==> src/rtl/etok_pkg.sv <==
// Shared types, constants and character classification for the expression tokenizer.
// Used by etok_core, etok_fifo and expression_tokenizer_unit; depends on nothing else.
package etok_pkg;

  localparam int COUNTER_BITS_DEF = 32;
  localparam int LENGTH_BITS_DEF  = 16;

  localparam int POS_W  = 32;
  localparam int LEN_W  = 16;
  localparam int VAL_W  = 64;
  localparam int CHAR_W = 8;
  localparam int DV_W   = 6;

  localparam int FIFO_DEPTH = 4;
  localparam int FIFO_AW    = 2;
  localparam int FIFO_CW    = 3;

  localparam logic [CHAR_W-1:0] CH_NUL    = 8'h00;
  localparam logic [CHAR_W-1:0] CH_TAB    = 8'h09;
  localparam logic [CHAR_W-1:0] CH_LF     = 8'h0A;
  localparam logic [CHAR_W-1:0] CH_CR     = 8'h0D;
  localparam logic [CHAR_W-1:0] CH_SPACE  = 8'h20;
  localparam logic [CHAR_W-1:0] CH_PCT    = 8'h25;
  localparam logic [CHAR_W-1:0] CH_LPAR   = 8'h28;
  localparam logic [CHAR_W-1:0] CH_RPAR   = 8'h29;
  localparam logic [CHAR_W-1:0] CH_STAR   = 8'h2A;
  localparam logic [CHAR_W-1:0] CH_PLUS   = 8'h2B;
  localparam logic [CHAR_W-1:0] CH_MINUS  = 8'h2D;
  localparam logic [CHAR_W-1:0] CH_DOT    = 8'h2E;
  localparam logic [CHAR_W-1:0] CH_SLASH  = 8'h2F;
  localparam logic [CHAR_W-1:0] CH_ZERO   = 8'h30;
  localparam logic [CHAR_W-1:0] CH_NINE   = 8'h39;
  localparam logic [CHAR_W-1:0] CH_COLON  = 8'h3A;
  localparam logic [CHAR_W-1:0] CH_SEMI   = 8'h3B;
  localparam logic [CHAR_W-1:0] CH_EQUAL  = 8'h3D;
  localparam logic [CHAR_W-1:0] CH_UP_A   = 8'h41;
  localparam logic [CHAR_W-1:0] CH_UP_B   = 8'h42;
  localparam logic [CHAR_W-1:0] CH_UP_X   = 8'h58;
  localparam logic [CHAR_W-1:0] CH_UP_Z   = 8'h5A;
  localparam logic [CHAR_W-1:0] CH_USCORE = 8'h5F;
  localparam logic [CHAR_W-1:0] CH_LO_A   = 8'h61;
  localparam logic [CHAR_W-1:0] CH_LO_B   = 8'h62;
  localparam logic [CHAR_W-1:0] CH_LO_X   = 8'h78;
  localparam logic [CHAR_W-1:0] CH_LO_Z   = 8'h7A;

  typedef enum logic [3:0] {
    KIND_END   = 4'd0,
    KIND_IDENT = 4'd1,
    KIND_INT   = 4'd2,
    KIND_PLUS  = 4'd3,
    KIND_MINUS = 4'd4,
    KIND_STAR  = 4'd5,
    KIND_SLASH = 4'd6,
    KIND_PCT   = 4'd7,
    KIND_SEMI  = 4'd8,
    KIND_COLON = 4'd9,
    KIND_EQUAL = 4'd10,
    KIND_LPAR  = 4'd11,
    KIND_RPAR  = 4'd12,
    KIND_ERROR = 4'd13
  } kind_t;

  typedef enum logic [1:0] {
    MODE_IDLE   = 2'd0,
    MODE_IDENT  = 2'd1,
    MODE_ZERO   = 2'd2,
    MODE_NUMBER = 2'd3
  } mode_t;

  typedef enum logic [1:0] {
    BASE2  = 2'd0,
    BASE8  = 2'd1,
    BASE10 = 2'd2,
    BASE16 = 2'd3
  } base_t;

  typedef struct packed {
    kind_t             kind;
    logic [POS_W-1:0]  pos;
    logic [POS_W-1:0]  line;
    logic [POS_W-1:0]  col;
    logic [LEN_W-1:0]  len;
    logic [VAL_W-1:0]  value;
    logic              last;
  } token_t;

  // Up to two tokens per character, packed so that tok[0] is always the first.
  typedef struct packed {
    logic [1:0]        count;
    token_t [1:0]      tok;
  } lex_out_t;

  typedef struct packed {
    logic [FIFO_CW-1:0] count;
    logic               space2;
  } fifo_stat_t;

  function automatic logic is_digit(input logic [CHAR_W-1:0] c);
    return (c >= CH_ZERO) && (c <= CH_NINE);
  endfunction

  function automatic logic is_letter(input logic [CHAR_W-1:0] c);
    return ((c >= CH_LO_A) && (c <= CH_LO_Z)) || ((c >= CH_UP_A) && (c <= CH_UP_Z));
  endfunction

  function automatic logic is_space(input logic [CHAR_W-1:0] c);
    return (c == CH_SPACE) || (c == CH_LF) || (c == CH_TAB) || (c == CH_CR);
  endfunction

  function automatic logic [DV_W-1:0] digit_value(input logic [CHAR_W-1:0] c);
    logic [CHAR_W-1:0] v;
    if ((c >= CH_LO_A) && (c <= CH_LO_Z)) begin
      v = c - CH_LO_A + 8'd10;
    end else if ((c >= CH_UP_A) && (c <= CH_UP_Z)) begin
      v = c - CH_UP_A + 8'd10;
    end else begin
      v = c - CH_ZERO;
    end
    return v[DV_W-1:0];
  endfunction

  // Single-character operators; anything else decodes as an error kind.
  function automatic kind_t op_kind(input logic [CHAR_W-1:0] c);
    kind_t k;
    unique case (c)
      CH_PLUS:  k = KIND_PLUS;
      CH_MINUS: k = KIND_MINUS;
      CH_STAR:  k = KIND_STAR;
      CH_SLASH: k = KIND_SLASH;
      CH_PCT:   k = KIND_PCT;
      CH_SEMI:  k = KIND_SEMI;
      CH_COLON: k = KIND_COLON;
      CH_EQUAL: k = KIND_EQUAL;
      CH_LPAR:  k = KIND_LPAR;
      CH_RPAR:  k = KIND_RPAR;
      default:  k = KIND_ERROR;
    endcase
    return k;
  endfunction

endpackage

==> src/rtl/etok_core.sv <==
// Lexer state and single-pass next-state logic: one character in, up to two tokens out.
// Depends on etok_pkg.
module etok_core #(
  parameter int COUNTER_BITS = etok_pkg::COUNTER_BITS_DEF,
  parameter int LENGTH_BITS  = etok_pkg::LENGTH_BITS_DEF
) (
  input  logic                         clk,
  input  logic                         rst_n,
  input  logic                         adv,
  input  logic [etok_pkg::CHAR_W-1:0]  char_i,
  output etok_pkg::lex_out_t           res
);

  localparam logic [COUNTER_BITS-1:0] CTR_ONE = COUNTER_BITS'(1);
  localparam logic [LENGTH_BITS-1:0]  LEN_ONE = LENGTH_BITS'(1);

  function automatic logic [COUNTER_BITS-1:0] ctr_inc(input logic [COUNTER_BITS-1:0] v);
    return (&v) ? v : v + CTR_ONE;
  endfunction

  function automatic logic [LENGTH_BITS-1:0] len_inc(input logic [LENGTH_BITS-1:0] v);
    return (&v) ? v : v + LEN_ONE;
  endfunction

  function automatic logic [etok_pkg::POS_W-1:0] ctr_out(input logic [COUNTER_BITS-1:0] v);
    logic [63:0] w;
    w = 64'(v);
    return w[etok_pkg::POS_W-1:0];
  endfunction

  function automatic logic [etok_pkg::LEN_W-1:0] len_out(input logic [LENGTH_BITS-1:0] v);
    logic [31:0] w;
    w = 32'(v);
    return w[etok_pkg::LEN_W-1:0];
  endfunction

  etok_pkg::mode_t                 mode_r, mode_nxt;
  etok_pkg::base_t                 base_r, base_nxt;
  logic [etok_pkg::VAL_W-1:0]      acc_r, acc_nxt;
  logic [COUNTER_BITS-1:0]         tsp_r, tsp_nxt;
  logic [COUNTER_BITS-1:0]         tsl_r, tsl_nxt;
  logic [COUNTER_BITS-1:0]         tsc_r, tsc_nxt;
  logic [LENGTH_BITS-1:0]          tcnt_r, tcnt_nxt;
  logic [COUNTER_BITS-1:0]         pos_r, pos_nxt;
  logic [COUNTER_BITS-1:0]         line_r, line_nxt;
  logic [COUNTER_BITS-1:0]         col_r, col_nxt;

  logic is_dig, is_let, is_us, is_dot, is_nul, is_sp, is_prefix, is_bin;
  logic in_number, zero_prefix, num_cont, num_dot, num_end, id_cont, id_end;
  logic pend_emit, pend_valid, idle_path, idle_start, idle_emit;
  etok_pkg::base_t             base_eff;
  etok_pkg::kind_t             opk;
  logic [etok_pkg::DV_W-1:0]   dv;
  logic [LENGTH_BITS-1:0]      tcnt_inc;
  logic [etok_pkg::VAL_W-1:0]  acc_mul, acc_new;
  etok_pkg::token_t            pend_tok, idle_tok;

  assign is_dig    = etok_pkg::is_digit(char_i);
  assign is_let    = etok_pkg::is_letter(char_i);
  assign is_us     = (char_i == etok_pkg::CH_USCORE);
  assign is_dot    = (char_i == etok_pkg::CH_DOT);
  assign is_nul    = (char_i == etok_pkg::CH_NUL);
  assign is_sp     = etok_pkg::is_space(char_i);
  assign is_bin    = (char_i == etok_pkg::CH_LO_B) || (char_i == etok_pkg::CH_UP_B);
  assign is_prefix = is_bin || (char_i == etok_pkg::CH_LO_X) || (char_i == etok_pkg::CH_UP_X);
  assign opk       = etok_pkg::op_kind(char_i);
  assign dv        = etok_pkg::digit_value(char_i);
  assign tcnt_inc  = len_inc(tcnt_r);

  // A leading zero not followed by a base prefix is an octal number from this character on.
  assign zero_prefix = (mode_r == etok_pkg::MODE_ZERO) && is_prefix;
  assign in_number   = (mode_r == etok_pkg::MODE_NUMBER) ||
                       ((mode_r == etok_pkg::MODE_ZERO) && !is_prefix);
  assign base_eff    = (mode_r == etok_pkg::MODE_ZERO) ? etok_pkg::BASE8 : base_r;
  assign num_cont    = in_number && (is_dig || is_let || is_us);
  assign num_dot     = in_number && is_dot;
  assign num_end     = in_number && !num_cont && !num_dot;
  assign id_cont     = (mode_r == etok_pkg::MODE_IDENT) && (is_dig || is_let || is_us);
  assign id_end      = (mode_r == etok_pkg::MODE_IDENT) && !id_cont;
  assign pend_emit   = num_end || id_end;
  assign pend_valid  = pend_emit || num_dot;
  assign idle_path   = (mode_r == etok_pkg::MODE_IDLE) || pend_emit;
  assign idle_start  = idle_path && (is_dig || is_let || is_us);
  assign idle_emit   = idle_path && !is_sp && !(is_dig || is_let || is_us);

  always_comb begin
    case (base_eff)
      etok_pkg::BASE2:  acc_mul = acc_r << 1;
      etok_pkg::BASE8:  acc_mul = acc_r << 3;
      etok_pkg::BASE16: acc_mul = acc_r << 4;
      default:          acc_mul = (acc_r << 3) + (acc_r << 1);
    endcase
  end

  assign acc_new = acc_mul + etok_pkg::VAL_W'(dv);

  // Next state.
  always_comb begin
    mode_nxt = mode_r;
    base_nxt = base_r;
    acc_nxt  = acc_r;
    tsp_nxt  = tsp_r;
    tsl_nxt  = tsl_r;
    tsc_nxt  = tsc_r;
    tcnt_nxt = tcnt_r;
    pos_nxt  = pos_r;
    line_nxt = line_r;
    col_nxt  = col_r;
    if (adv) begin
      // Every character except the end-of-input byte advances the position counters.
      if (!is_nul) begin
        pos_nxt = ctr_inc(pos_r);
        if (char_i == etok_pkg::CH_LF) begin
          line_nxt = ctr_inc(line_r);
          col_nxt  = CTR_ONE;
        end else begin
          col_nxt = ctr_inc(col_r);
        end
      end
      if (zero_prefix) begin
        base_nxt = is_bin ? etok_pkg::BASE2 : etok_pkg::BASE16;
        tcnt_nxt = tcnt_inc;
        mode_nxt = etok_pkg::MODE_NUMBER;
      end else if (in_number) begin
        base_nxt = base_eff;
        mode_nxt = etok_pkg::MODE_NUMBER;
        if (is_dig || is_let) begin
          acc_nxt  = acc_new;
          tcnt_nxt = tcnt_inc;
        end else if (is_us) begin
          tcnt_nxt = tcnt_inc;
        end else if (is_dot) begin
          tcnt_nxt = tcnt_inc;
          mode_nxt = etok_pkg::MODE_IDLE;
        end else begin
          mode_nxt = etok_pkg::MODE_IDLE;
        end
      end else if (mode_r == etok_pkg::MODE_IDENT) begin
        if (id_cont) begin
          tcnt_nxt = tcnt_inc;
        end else begin
          mode_nxt = etok_pkg::MODE_IDLE;
        end
      end
      if (idle_start) begin
        tsp_nxt  = pos_r;
        tsl_nxt  = line_r;
        tsc_nxt  = col_r;
        tcnt_nxt = LEN_ONE;
        if (is_dig) begin
          if (char_i == etok_pkg::CH_ZERO) begin
            mode_nxt = etok_pkg::MODE_ZERO;
            base_nxt = etok_pkg::BASE8;
            acc_nxt  = '0;
          end else begin
            mode_nxt = etok_pkg::MODE_NUMBER;
            base_nxt = etok_pkg::BASE10;
            acc_nxt  = etok_pkg::VAL_W'(dv);
          end
        end else begin
          mode_nxt = etok_pkg::MODE_IDENT;
        end
      end
    end
  end

  // Token outputs.
  always_comb begin
    pend_tok.kind  = num_dot ? etok_pkg::KIND_ERROR :
                     (num_end ? etok_pkg::KIND_INT : etok_pkg::KIND_IDENT);
    pend_tok.pos   = ctr_out(tsp_r);
    pend_tok.line  = ctr_out(tsl_r);
    pend_tok.col   = ctr_out(tsc_r);
    pend_tok.len   = len_out(num_dot ? tcnt_inc : tcnt_r);
    pend_tok.value = num_end ? acc_r : '0;
    pend_tok.last  = !idle_emit;

    idle_tok.kind  = is_nul ? etok_pkg::KIND_END : opk;
    idle_tok.pos   = ctr_out(pos_r);
    idle_tok.line  = ctr_out(line_r);
    idle_tok.col   = ctr_out(col_r);
    idle_tok.len   = is_nul ? '0 : etok_pkg::LEN_W'(1);
    idle_tok.value = '0;
    idle_tok.last  = 1'b1;

    res.tok[1] = idle_tok;
    if (pend_valid) begin
      res.tok[0] = pend_tok;
      res.count  = idle_emit ? 2'd2 : 2'd1;
    end else begin
      res.tok[0] = idle_tok;
      res.count  = idle_emit ? 2'd1 : 2'd0;
    end
    if (!adv) begin
      res.count = 2'd0;
    end
  end

  always_ff @(posedge clk) begin
    if (!rst_n) begin
      mode_r <= etok_pkg::MODE_IDLE;
      base_r <= etok_pkg::BASE10;
      acc_r  <= '0;
      tsp_r  <= '0;
      tsl_r  <= CTR_ONE;
      tsc_r  <= CTR_ONE;
      tcnt_r <= '0;
      pos_r  <= '0;
      line_r <= CTR_ONE;
      col_r  <= CTR_ONE;
    end else begin
      mode_r <= mode_nxt;
      base_r <= base_nxt;
      acc_r  <= acc_nxt;
      tsp_r  <= tsp_nxt;
      tsl_r  <= tsl_nxt;
      tsc_r  <= tsc_nxt;
      tcnt_r <= tcnt_nxt;
      pos_r  <= pos_nxt;
      line_r <= line_nxt;
      col_r  <= col_nxt;
    end
  end

endmodule

==> src/rtl/etok_fifo.sv <==
// Small token queue: takes up to two tokens per cycle, hands out one per request.
// Depends on etok_pkg.
module etok_fifo (
  input  logic                  clk,
  input  logic                  rst_n,
  input  etok_pkg::lex_out_t    push,
  input  logic                  pop,
  output logic                  head_valid,
  output etok_pkg::token_t      head,
  output etok_pkg::fifo_stat_t  stat
);

  etok_pkg::token_t              mem_r [etok_pkg::FIFO_DEPTH];
  logic [etok_pkg::FIFO_AW-1:0]  wp_r, wp_nxt, rp_r, rp_nxt, wp_plus1;
  logic [etok_pkg::FIFO_CW-1:0]  cnt_r, cnt_nxt;
  logic                          do_pop;

  assign head_valid  = (cnt_r != '0);
  assign head        = mem_r[rp_r];
  assign do_pop      = pop && head_valid;
  assign wp_plus1    = wp_r + etok_pkg::FIFO_AW'(1);
  assign stat.count  = cnt_r;
  assign stat.space2 = (cnt_r <= etok_pkg::FIFO_CW'(etok_pkg::FIFO_DEPTH - 2));

  always_comb begin
    wp_nxt  = wp_r + etok_pkg::FIFO_AW'(push.count);
    rp_nxt  = do_pop ? rp_r + etok_pkg::FIFO_AW'(1) : rp_r;
    cnt_nxt = cnt_r + etok_pkg::FIFO_CW'(push.count) - etok_pkg::FIFO_CW'(do_pop);
  end

  always_ff @(posedge clk) begin
    if (push.count != 2'd0) begin
      mem_r[wp_r] <= push.tok[0];
    end
    if (push.count == 2'd2) begin
      mem_r[wp_plus1] <= push.tok[1];
    end
  end

  always_ff @(posedge clk) begin
    if (!rst_n) begin
      wp_r  <= '0;
      rp_r  <= '0;
      cnt_r <= '0;
    end else begin
      wp_r  <= wp_nxt;
      rp_r  <= rp_nxt;
      cnt_r <= cnt_nxt;
    end
  end

endmodule

==> src/rtl/expression_tokenizer_unit.sv <==
// Top level of the streaming expression tokenizer: input register, lexer core, token queue.
// Depends on etok_pkg, etok_core and etok_fifo.
//
// The tokenizer takes one source byte per cycle while the queue has room and returns
// tokens through a four-entry queue. A byte is held in the input register, is lexed from
// there and has its tokens written into the queue, whose head is offered on the output.
// Most bytes give at most one token and the unit then runs at one byte per cycle as long
// as every offered token is accepted; a byte that both ends a pending identifier or
// integer and forms a token of its own gives two. The input register holds its byte while
// the queue has fewer than two free entries, which is the only source of back-pressure
// towards the input side.
module expression_tokenizer_unit #(
  parameter int COUNTER_BITS = etok_pkg::COUNTER_BITS_DEF,
  parameter int LENGTH_BITS  = etok_pkg::LENGTH_BITS_DEF
) (
  input  logic                          clk,
  input  logic                          rst_n,
  input  logic                          in_valid,
  output logic                          in_ready,
  input  logic [etok_pkg::CHAR_W-1:0]   in_character,
  output logic                          out_valid,
  input  logic                          out_ready,
  output logic [3:0]                    out_token_kind,
  output logic [etok_pkg::POS_W-1:0]    out_start_position,
  output logic [etok_pkg::POS_W-1:0]    out_start_line,
  output logic [etok_pkg::POS_W-1:0]    out_start_column,
  output logic [etok_pkg::LEN_W-1:0]    out_token_length,
  output logic [etok_pkg::VAL_W-1:0]    out_integer_value,
  output logic                          out_last_of_run
);

  logic [etok_pkg::CHAR_W-1:0]  char_r;
  logic                         vld_r, vld_nxt;
  logic                         adv;
  etok_pkg::lex_out_t           res;
  etok_pkg::fifo_stat_t         fstat;
  etok_pkg::token_t             head;

  assign adv      = vld_r && fstat.space2;
  assign in_ready = !vld_r || adv;
  assign vld_nxt  = (in_valid && in_ready) ? 1'b1 : (adv ? 1'b0 : vld_r);

  always_ff @(posedge clk) begin
    if (in_valid && in_ready) begin
      char_r <= in_character;
    end
  end

  always_ff @(posedge clk) begin
    if (!rst_n) begin
      vld_r <= 1'b0;
    end else begin
      vld_r <= vld_nxt;
    end
  end

  etok_core #(
    .COUNTER_BITS (COUNTER_BITS),
    .LENGTH_BITS  (LENGTH_BITS)
  ) u_core (
    .clk    (clk),
    .rst_n  (rst_n),
    .adv    (adv),
    .char_i (char_r),
    .res    (res)
  );

  etok_fifo u_fifo (
    .clk        (clk),
    .rst_n      (rst_n),
    .push       (res),
    .pop        (out_ready),
    .head_valid (out_valid),
    .head       (head),
    .stat       (fstat)
  );

  assign out_token_kind     = head.kind;
  assign out_start_position = head.pos;
  assign out_start_line     = head.line;
  assign out_start_column   = head.col;
  assign out_token_length   = head.len;
  assign out_integer_value  = head.value;
  assign out_last_of_run    = head.last;

  // Only the final token of a byte may carry the last-of-run flag.
  a_last_flag: assert property (@(posedge clk) disable iff (!rst_n)
    (res.count == 2'd2) |-> (!res.tok[0].last && res.tok[1].last))
    else $error("last-of-run flag misplaced in a two-token request");

  // The end-of-input byte always closes its run with an end token.
  a_end_token: assert property (@(posedge clk) disable iff (!rst_n)
    (adv && (char_r == etok_pkg::CH_NUL)) |->
      ((res.count == 2'd1 && res.tok[0].kind == etok_pkg::KIND_END) ||
       (res.count == 2'd2 && res.tok[1].kind == etok_pkg::KIND_END)))
    else $error("end-of-input byte did not produce an end token");

  // The queue never overfills, because a byte is only lexed with two entries free.
  a_no_overflow: assert property (@(posedge clk) disable iff (!rst_n)
    (fstat.count <= etok_pkg::FIFO_CW'(etok_pkg::FIFO_DEPTH)))
    else $error("token queue overflow");

endmodule
==> config.mk <==
export PLATFORM = sky130hd
export DESIGN_NAME = expression_tokenizer_unit
export DESIGN_NICKNAME = d
export VERILOG_FILES = /design/src/rtl/etok_pkg.sv /design/src/rtl/etok_core.sv /design/src/rtl/etok_fifo.sv /design/src/rtl/expression_tokenizer_unit.sv
export SDC_FILE = /design/constraint.sdc
export NUM_CORES = 2
export LEC_CHECK = 0
export ABC_AREA = 1
export BUFFER_PORTS_ARGS = -buffer_cell sky130_fd_sc_hd__buf_2
export CORE_AREA = 5 5 356 288
export CTS_BUF_LIST = sky130_fd_sc_hd__clkbuf_4
export CTS_CLUSTER_DIAMETER = 60
export DETAILED_ROUTE_END_ITERATION = 6
export DIE_AREA = 0 0 361 293
export GPL_ROUTABILITY_DRIVEN = 0
export PLACE_DENSITY = 0.83
export SLEW_MARGIN = 20
export SYNTH_ARGS = -nofsm -noshare
export SYNTH_HDL_FRONTEND = slang
export SYNTH_SLANG_ARGS = --single-unit
==> constraint.sdc <==
create_clock -name clk -period 14.15 [get_ports clk]
set_input_delay 2.83 -clock clk [delete_from_list [all_inputs] [get_ports clk]]
set_output_delay 2.83 -clock clk [all_outputs]
set_load 0.02 [all_outputs]
==> summary.md <==
| Metric | Value |
|---|---|
| Status | finished, violations left |
| Failing checks | DRC |
| Num CTS Buffers | 238 |
| Met1 GRT Util | 42.9% |
| Synth Instances | 7,070 |
| Clk_lat worst skew | 1.22 ns |
| Non-Filler Instances | 8,661 |
| Synth area leaders | edfxtp_1, dfxtp_1, nand2_1 |
| Sequential area share after synthesis | 45.5% |
| Setup TNS | 0 ns |
| DR iter-0 viols | 8,630 |
| Tot GR Track Use | 30.7% |
| Syn Area/Cell | 7.61 µm² |
| EDFF count, synth | 412 |
| Worst-path fanout max | 107 |
| Avg Vias per Cell | 6.18 |
| PD cells | 129 nW/µm² |
| Cell Area, Synth | 53,800 µm² |
| Final hold viol count | 0 |
| Root buf cell | clkbuf_4 |
| Die height | 293 µm |
| Fill count | 8,555 |
| Unrepaired setup endpoints after global routing | no |
| WP data arrival | 5.02 ns |
| Met3 GRT Util | 9.17% |
| CTS Buffer Depth | 3 |
| Crit path kind | flip-flop to primary output |
| Row count | 103 |
| Remaining DRCs | 44 |
| Most used routing layer | met2 |
| Hold-fix buffers, CTS | 0 |
| Vias | 53.5k |
| Die X | 361 µm |
| Syn Nets | 7,169 |
| Full die area | 106,000 µm² |
| Antenna violations before repair | 9 |
| H-tree levels | 4 |
| Placed insts | 8,204 |
| Clock transition at the registers of the reported paths | 0.07 ns |
| Synth cell types | 64 |
| Synth area leader | edfxtp_1 |
| DRT Pass-1 Iters | 7 |
| Layout cells sized above 1 | 12.2% |
| Total wire length | 171,000 µm |
| PnR Total Power | 7.55 mW |
| Register-to-Register Setup Slack | 6.46 ns |
| Post-DR wirelength/cell | 19.7 µm |
| Final Core Density | 59.4% |
| Max-slew violations | 0 |
| Clk sinks | 1,018 |
| Starting Density | 54.8% |
| Multi-input combinational cell area | 25,200 µm² |
| Gr ovfl total | 0 |
| Final Net Count | 7,231 |
| PostCTS Resize Cnt | 0 |
| First-pass GRT wire length | 267,000 µm |
| Storage cell area | 24,500 µm² |
| Post-route cell area | 58,300 µm² |
| Final worst path period share | 55.5% |
| Post-DP HPWL | 106,000 µm |
| Final setup skew | 0.109 ns |
| Worst Setup End Kind | primary output |
| Vias in the first global route | 49.7k |
| Slew @ Worst Pin | 1.26 ns |
| Tmin final | 7.85 ns |
| Final setup viols | 0 |
| Pleak | 21.9 nW |
| Rel. slew slack | 16.0% |
| Placed cell area | 55,200 µm² |
| CTS tree | yes |
| Post-synthesis async set-or-reset flop share | 0% |
| Ys flop type | dfxtp_1 |
| Synth top area share | 23.0% |
| Required time of the critical path | 11.32 ns |
| Yosys reg bits | 1,018 |
| Ys Warns | 0 |
| Number of I/O pins | 195 |
| VDD IR max | 0.000153 V |
| CORE AREA | 98,200 µm² |
| Setup crit start kind | flip-flop |
| Largest net degree at the start of global routing | 251 |
| Synth-to-layout area growth | 8.39% |
| I/O Buffers | 194 |
| M2 GR Usage | 45.3% |
| Post-CTS setup buffer count | 0 |
| Hold WC Path Type | flip-flop to flip-flop |
| Antenna-violating nets left | 0 |
| Max cap viols | 0 |
| Max Freq | 127 MHz |
## where the power goes
group	internal, mW	switching, mW
clock network	1.21	1.24
registers	3.15	0.0748
logic	0.493	1.39
## cell usage after synthesis (19+ instances only)
| library cell | count |
|---|---|
| nor2_1 | 680 |
| o21ai_0 | 914 |
| nand2_1 | 1495 |
| nor3_1 | 92 |
| dfxtp_1 | 606 |
| buf_2 | 55 |
| clkinv_1 | 45 |
| nand3_1 | 204 |
| a21oi_1 | 360 |
| nor4_1 | 25 |
| edfxtp_1 | 412 |
| nor2_2 | 37 |
| clkbuf_1 | 331 |
| o22ai_1 | 591 |
| inv_2 | 39 |
| o221ai_1 | 37 |
| o211ai_1 | 34 |
| nand2_2 | 27 |
| buf_4 | 19 |
| o21ai_1 | 57 |
| xor2_1 | 34 |
| nand4_1 | 47 |
| ha_1 | 84 |
| o21ai_2 | 93 |
| inv_1 | 579 |
## path summary, 6_finish.rpt
path                       start                   to  cells after the start
max                    flip-flop  out_token_length[0]                      6
min          u_fifo.mem_r[1][56]  u_fifo.mem_r[1][56]                      2
max reg2reg            char_r[4]  u_fifo.mem_r[3][70]                     22
min reg2reg  u_fifo.mem_r[1][56]  u_fifo.mem_r[1][56]                      2
## per-layer routing
layer | wire length [µm] | up-vias
li1 | - | 24700
met3 | 26100 | 448
met1 | 67000 | 24700
met2 | 72100 | 3705
met5 | 13 | -
met4 | 5370 | 2
## logic make-up after synthesis
logic type	after synthesis	share of synthesized area, %
simple gates	2674	20.7
xor+xnor	45	0.732
compound gates	2166	23.1
buf+inv	1079	7.89
fa+ha+maj	87	2.06
flops	1018	45.5
mux	1	0.0209
## metrics by stage
step	setup WS [ns]	hold slack (ns)
after global placement	7.02	0.432
after CTS	6.50	0.457
final	6.30	0.454
after global routing	6.03	0.471
after floorplan	8.05	0.423
after detailed placement	6.78	0.439
## area by class of cell
class / count / share of cell area, %
clock buffer: 361 / 4.65
tap: 1312 / 2.81
clock inverter: 85 / 0.744
timing repair buffer: 237 / 2.26
sequential: 1018 / 42.0
multi-input combinational: 4973 / 43.2
antenna: 11 / 0.0472
inverter: 664 / 4.30
## cells in the final DEF, fill, tap and decap left out, types with 17 or more instances in the layout
cell type,instances
clkinv_1,111
nor2_1,679
edfxtp_1,412
nand3_1,204
o22ai_1,591
a21oi_1,359
o21ai_2,93
nor2_4,18
nand2_1,1482
o211ai_1,34
o21ai_0,914
dfxtp_1,604
buf_2,193
nand4_1,47
nor4_1,25
clkbuf_4,361
o21ai_1,57
nand2_4,17
nor2_2,36
buf_4,42
inv_1,578
xor2_1,34
o221ai_1,37
inv_2,40
ha_1,84
nor3_1,92
nand2_2,28
## flip-flops by register name, indices dropped and copies added (netlist names), 3 cells and up, named ones only
register and cells:
u_core.pos_r 32, char_r 8, u_core.tsc_r 32, u_core.col_r 32, u_core.tcnt_r 16, u_core.tsp_r 32, u_core.acc_r 64, u_fifo.mem_r 724
u_core.line_r 32, u_core.tsl_r 32, u_fifo.cnt_r 3
## critical path, stage by stage, from the launching register on
cell     delay (ns)
dfxtp_4        0.51
inv_8          0.53
buf_4          0.77
buf_4          0.76
o21ai_0        0.17
o22ai_1        0.58
buf_2          0.30
No activity file was read; power rests on OpenSTA's default activity.
